==> src/rtl/vdt_pkg.sv <==
// ----------------------------------------------------------------------------
// Vertex dedup table package
// Shared constants, codes and the token control word of the cell chain.
// ----------------------------------------------------------------------------
package vdt_pkg;

    localparam int CAPACITY_DEFAULT    = 256;
    localparam int COORD_WIDTH_DEFAULT = 32;
    localparam int FIELD_WIDTH         = 32;
    localparam int SLOT_WIDTH          = 8;

    localparam logic OP_ADD  = 1'b0;
    localparam logic OP_READ = 1'b1;

    typedef enum logic [1:0] {
        STATUS_OK        = 2'd0,
        STATUS_FULL      = 2'd1,
        STATUS_BAD_INDEX = 2'd2
    } status_t;

    typedef struct packed {
        logic                  vld;
        logic                  op;
        logic                  found;
        logic                  stored;
        logic [SLOT_WIDTH-1:0] slot;
        logic [SLOT_WIDTH-1:0] read_slot;
    } token_ctl_t;

endpackage

==> src/rtl/vdt_cell.sv <==
// ----------------------------------------------------------------------------
// Vertex dedup table cell
// Holds one table slot; compares, appends or reads as the token passes.
// ----------------------------------------------------------------------------
module vdt_cell #(
    parameter int CAPACITY    = vdt_pkg::CAPACITY_DEFAULT,
    parameter int COORD_WIDTH = vdt_pkg::COORD_WIDTH_DEFAULT,
    parameter int CELL_INDEX  = 0,
    localparam int CNT_WIDTH  = $clog2(CAPACITY + 1)
) (
    input  logic                          clk,
    input  logic                          rst_n,
    input  logic [CNT_WIDTH-1:0]          count,
    input  vdt_pkg::token_ctl_t           ctl_in,
    input  logic [COORD_WIDTH-1:0]        x_in,
    input  logic [COORD_WIDTH-1:0]        y_in,
    input  logic [COORD_WIDTH-1:0]        z_in,
    output vdt_pkg::token_ctl_t           ctl_out,
    output logic [COORD_WIDTH-1:0]        x_out,
    output logic [COORD_WIDTH-1:0]        y_out,
    output logic [COORD_WIDTH-1:0]        z_out
);

    localparam logic [CNT_WIDTH-1:0] CELL_POS = CNT_WIDTH'(CELL_INDEX);
    localparam logic [vdt_pkg::SLOT_WIDTH-1:0] CELL_SLOT =
        vdt_pkg::SLOT_WIDTH'(CELL_INDEX);
    localparam bit SLOT_REACHABLE = CELL_INDEX < (1 << vdt_pkg::SLOT_WIDTH);

    vdt_pkg::token_ctl_t      ctl_reg, ctl_next;
    logic [COORD_WIDTH-1:0]   x_reg, x_next;
    logic [COORD_WIDTH-1:0]   y_reg, y_next;
    logic [COORD_WIDTH-1:0]   z_reg, z_next;
    logic [COORD_WIDTH-1:0]   store_x_reg;
    logic [COORD_WIDTH-1:0]   store_y_reg;
    logic [COORD_WIDTH-1:0]   store_z_reg;
    logic                     entry_live;
    logic                     coord_hit;
    logic                     slot_hit;
    logic                     write_en;

    assign entry_live = count > CELL_POS;
    assign coord_hit  = (store_x_reg == x_in) && (store_y_reg == y_in)
                        && (store_z_reg == z_in);
    assign slot_hit   = SLOT_REACHABLE && (ctl_in.read_slot == CELL_SLOT);

    always_comb
    begin
        ctl_next = ctl_in;
        x_next   = x_in;
        y_next   = y_in;
        z_next   = z_in;
        write_en = 1'b0;
        if (ctl_in.vld)
        begin
            if (ctl_in.op == vdt_pkg::OP_ADD)
            begin
                if (entry_live && !ctl_in.found && coord_hit)
                begin
                    ctl_next.found = 1'b1;
                    ctl_next.slot  = CELL_SLOT;
                end
                else if ((count == CELL_POS) && !ctl_in.found)
                begin
                    write_en        = 1'b1;
                    ctl_next.stored = 1'b1;
                    ctl_next.slot   = CELL_SLOT;
                end
            end
            else if (entry_live && slot_hit)
            begin
                ctl_next.found = 1'b1;
                x_next         = store_x_reg;
                y_next         = store_y_reg;
                z_next         = store_z_reg;
            end
        end
    end

    always_ff @(posedge clk or negedge rst_n)
    begin
        if (!rst_n)
        begin
            ctl_reg <= '0;
        end
        else
        begin
            ctl_reg <= ctl_next;
        end
    end

    always_ff @(posedge clk)
    begin
        x_reg <= x_next;
        y_reg <= y_next;
        z_reg <= z_next;
        if (write_en)
        begin
            store_x_reg <= x_in;
            store_y_reg <= y_in;
            store_z_reg <= z_in;
        end
    end

    assign ctl_out = ctl_reg;
    assign x_out   = x_reg;
    assign y_out   = y_reg;
    assign z_out   = z_reg;

endmodule
==> config.mk <==
export PLATFORM = sky130hd
export DESIGN_NAME = vdt_cell
export DESIGN_NICKNAME = d
export VERILOG_FILES = /design/src/rtl/vdt_pkg.sv /design/src/rtl/vdt_cell.sv
export SDC_FILE = /design/constraint.sdc
export NUM_CORES = 1
export LEC_CHECK = 0
export ABC_AREA = 1
export BUFFER_PORTS_ARGS = -buffer_cell sky130_fd_sc_hd__buf_2
export CAP_MARGIN = 40
export CORE_MARGIN = 4
export CORE_UTILIZATION = 35
export CTS_CLUSTER_SIZE = 16
export DETAILED_ROUTE_END_ITERATION = 10
export GPL_TIMING_DRIVEN = 0
export PLACE_DENSITY = 0.69
export SLEW_MARGIN = 20
export SYNTH_ARGS = -nofsm -noshare
export SYNTH_HDL_FRONTEND = slang
export SYNTH_SLANG_ARGS = --single-unit
==> constraint.sdc <==
create_clock -name clk -period 2.5 [get_ports clk]
set_clock_uncertainty 0.15 [all_clocks]
set_input_delay 0.125 -clock clk [delete_from_list [all_inputs] [get_ports clk]]
set_output_delay 0.125 -clock clk [all_outputs]
set_load 0.03 [all_outputs]
After elaboration in Yosys (flattened, before gate mapping)
Cells that the tools add are included.
Word-level totals
  output and inout bits: 116
  bits in registers: 212
  word-level logic and storage cells: 46
  input bits: 127
Operators by class
  order comparisons: 1
  reduce and logical (&&, ||, !) cells: 9
  equality and inequality tests: 3
  multiplexer cells: 21
Operators by type and width (number)
  $mux 32: 9
  $eq 32x32->1: 3
  $mux 9: 2
  $mux 10: 1
  $gt 9x1->1 const B: 1
  $logic_not 9->1: 1
  $logic_not 8->1: 1
  $mux 1: 8
  $mux 8: 1
  $logic_and 1x1->1: 6
  $logic_not 1->1: 1

Longest topological paths before layout
  depth after elaboration: 7
  gate-level depth with buffers: 13
  mapped depth without buffers: 13

Worst setup path before layout
Ideal clock, no wire load.
  path kind: input to register
  start point: in count[0]
  end point: reg store_x_reg[0], enable pin
  setup slack: -0.701 ns
  library setup time: 0.450 ns
  buffers on the path: 0
  required time: 1.900 ns
  cell stages on the path: 4
  arrival: 2.601 ns
  cell sequence: or3_1 > nor2_1 > nand2_1 > inv_1
On the way
  longest elaborated chain between the ends: 6
  elaborated cells on any way between the ends: 9
  classes of those cells: 1 x order compare; 4 x mux; 4 x reduce/logical
RTL lines
  start: declaration: line vdt_cell.sv:13  | input logic [CNT_WIDTH-1:0] count,
  $gt 9x1->1 / $logic_not 9->1 (equally long branches): line vdt_cell.sv:41, vdt_cell.sv:62
  $logic_and 1x1->1, on equally long branches: line vdt_cell.sv:57, vdt_cell.sv:62
  $logic_and 1x1->1 / $mux 1 (equally long branches): line vdt_cell.sv:57, vdt_cell.sv:62
  $mux 1 (*): line vdt_cell.sv:57  | if (entry_live && !ctl_in.found && coord_hit)
  $mux 1 (*): line vdt_cell.sv:55  | if (ctl_in.op == vdt_pkg::OP_ADD)
  $mux 1 (*): line vdt_cell.sv:53  | if (ctl_in.vld)
  named net write_en: line vdt_cell.sv:39  | logic write_en;
  end signal: assignment: line vdt_cell.sv:98  | store_x_reg <= x_in;
  end: declaration: line vdt_cell.sv:33  | logic [COORD_WIDTH-1:0] store_x_reg;
The timed path passes the listed nets; every way through them passes the cells marked *.
A chain may end at the register's enable or synchronous reset.

Worst setup path in the final report
  start point: in ctl_in[18] in the netlist's numbering
  end point: reg store_x_reg[2], enable pin
On the way
  longest elaborated chain between the ends: 2
RTL lines
  start: declaration: line vdt_cell.sv:14  | input vdt_pkg::token_ctl_t ctl_in,
  $mux 1: line vdt_cell.sv:55
  $mux 1: line vdt_cell.sv:53
  named net write_en: line vdt_cell.sv:39
The timed path passes the listed nets, and every way through them passes these cells.

==> impl_metrics.toml <==
[die]
core-area_um2 = 23400
rows = 56
io_pins = 243
start_util = 0.354
die_w_um = 162
fp.dieArea_um2 = 26200
die_h_um = 162

[global_route]
antenna_found_initial = 1
busiest_layer = "met2"
grt_pass1_vias = 7279
met3_usage = 0.0409
use_met2 = 0.349
grt_usage = 0.194
met1_usage = 0.241
grt_start_max_net_pins = 32
grt_overflow = 0
grt_first_pass_wirelength_um = 39700

[critical_path]
worstSetupPathType = "input pin to register"
path_buf_inv = 5
cp_slowest_cell = "dlygate4sd3_1"
start_kind = "input pin"
slowest_delay_ns = 0.55
crit_path_max_fanout = 30
crit_required_ns = 2.55
crit_path_cell_trace = "dlygate4sd3_1 -> buf_2 -> nor3_1 -> nand2_1 -> clkinvlp_4 -> buf_12 -> buf_12"
crit_family = "buffers and inverters"
crit_top_cell = "buf_12"
cp.arrival_ns = 2.19
cp-end-kind = "register"

[min_path]
hp-class = "input pin to register"

[clock_network]
clock-sinks = 212
cts_buffers = 24
h-tree-depth = 1
root_buffer = "clkbuf_16"
clk_pin_slew_worst_paths_ns = 0.06
cts_tree = "done"
clock_latency_ns = 0.51
clock_path_buffers = 3
cts_resized = 0

[timing]
finalHoldViolations = 0
rsz0062_at_grt = "false"
relSlewSlack = 0.552
period_share = 0.858
drv_slew = 0
clock.fmax_ghz = 0.466
period_needed_ns = 2.15
timing.setup.tns_ns = 0
worstMarginPinSlew_ns = 0.672
setup_viol = 0

[power]
p_per_area_nw_per_um2 = 678
switching_share = 0.231
p_clk_frac = 0.435
p_total_w = 0.00812
switching_power_w = 0.00188
power.leakage_nw = 5.82
comb_power_share = 0.103
vdd.ir_drop.worst_uv = 503
power.internal_w = 0.00625
seqPwrFrac = 0.462

[placement]
port_buffers = 242
gp_congestion = 0.787
hpwl_um = 18100
placed_area_um2 = 9980

[drt]
via_per_inst = 4.38
first_pass_iters = 5
drtIter0Drc = 481
ant_nets = 0
wl_per_cell_um = 16.4
post-route-drc-count = 0
drt_wl_total_um = 26300
vias = 7018

[synth]
netlist_area_um2 = 8290
ys_seq_area_frac = 0.640
ys_ff_latch = 212
ys_async_sr_fraction = 0.0943
yosysUniqueCellTypes = 22
syn_inst = 873
synth_nets = 1000
yosysWarnings = 0
synth_edf_count = 96
synth_ff_type = "edfxtp_1"
synth_area_per_cell_um2 = 9.50

[cells_and_area]
fin_nets = 1390
layout-drive-gt1-share = 0.244
area_delta_synth_final_pct = 44.6
final_area_um2 = 12000

[status]
run_status = "complete, no violations"

[flow_run]
maxCapViolations = 0
-- cell type report --
class	instances	area (um^2)
Antenna cell	1	2.50
Sequential cell	212	5310
Buffer	21	164
Tap cell	319	399
Clock inverter	6	53.8
Inverter	159	601
Fill cell	2110	11400
Multi-Input combinational cell	481	2240
Clock buffer	38	756
Timing Repair Buffer	364	2470
-- cells in the final DEF, fill, tap and decap left out, types with 3 or more instances in the layout --
cell and n:
o21ai_0 96, dlygate4sd3_1 118, nand4_1 6, nor2_1 47
inv_1 158, o21ai_1 11, buf_4 4, nand3_1 3
clkbuf_1 7, clkbuf_16 26, edfxtp_1 96, dfrtp_1 20
buf_12 3, xor2_1 5, xnor2_1 42, dfxtp_1 96
nand2_1 258, buf_2 250, clkbuf_8 6, or2_2 4
buf_6 8
-- per-stage QoR --
| stage | hold WS (ns) | worst slack [ns] | util | cells |
|---|---|---|---|---|
| 2_1_floorplan | -0.321 | 0.00507 | - | 873 |
| 3_3_place_gp | -0.0689 | -1.10 | 0.424 | 1434 |
| 3_5_place_dp | -0.0616 | 0.187 | 0.427 | 1437 |
| 4_1_cts | 0.102 | 0.361 | 0.512 | 1599 |
| 5_1_grt | 0.117 | 0.177 | 0.512 | 1601 |
| 6_report | 0.134 | 0.354 | 0.512 | 1601 |
-- synthesized netlist by cell type, types with 6 or more instances --
cell | n | area share
nand4_1 | 6 | 0.0045
inv_1 | 159 | 0.072
xnor2_1 | 42 | 0.044
nor2_1 | 49 | 0.022
o21ai_1 | 11 | 0.0066
buf_2 | 8 | 0.0048
nand2_1 | 258 | 0.12
o21ai_0 | 96 | 0.058
edfxtp_1 | 96 | 0.35
dfxtp_1 | 96 | 0.23
dfrtp_1 | 20 | 0.060
buf_6 | 8 | 0.011
-- timing repair --
item,in CTS,in global routing
buffers inserted,0,0
hold buffers,118,0
endpoints found under the hold margin,232,0
-- worst paths after layout --
kind                                           startpoint                  endpoint  slack [ns]  depth (start not counted)
max in group asynchronous                           rst_n      ctl_out[6]$_DFF_PN0_        1.48                          4
min in group asynchronous                           rst_n     ctl_out[11]$_DFF_PN0_        0.36                          3
worst min-delay path                            ctl_in[3]      ctl_out[3]$_DFF_PN0_        0.13                          2
worst min register to register   store_y_reg[5]$_DFFE_PP_          y_out[5]$_DFF_P_        0.39                          2
worst max register to register  store_z_reg[22]$_DFFE_PP_     ctl_out[14]$_DFF_PN0_        0.38                         10
worst max-delay path                           ctl_in[18]  store_x_reg[2]$_DFFE_PP_        0.35                          7
-- per-layer routing --
| metal | routed length (um) | part of all wire |
|---|---|---|
| met1 | 11200 | 0.42 |
| met2 | 12900 | 0.49 |
| met3 | 1730 | 0.066 |
| met4 | 537 | 0.020 |
| met5 | 0 | 0 |
-- worst reg2reg max path, cell delays in order (launching register included) --
cell	delay [ns]
edfxtp_1	0.40
xnor2_1	0.18
nand2_1	0.11
nor2_1	0.27
nand2_1	0.10
nor2_1	0.11
nand2_1	0.06
nor2_1	0.15
nand2_1	0.12
nand2_1	0.25
nor2_1	0.10
-- power by group through the flow --
stage / registers, W / logic, W / clock network, W
after floorplan: 0.00403 / 0.000159 / 0
after global placement: 0.00382 / 0.000662 / 0
after detailed placement: 0.00382 / 0.000677 / 0
after CTS: 0.00375 / 0.000829 / 0.00362
after global routing: 0.00376 / 0.000903 / 0.00379
final: 0.00375 / 0.000836 / 0.00353
-- cells by family after synthesis --
group | synth area share
and+or+nand+nor | 0.153
xor gates and xnor gates | 0.0496
buffers and inverters | 0.0917
DFF | 0.640
AOI/OAI and AO/OA | 0.0664
Power figures use the tool's default switching activity.
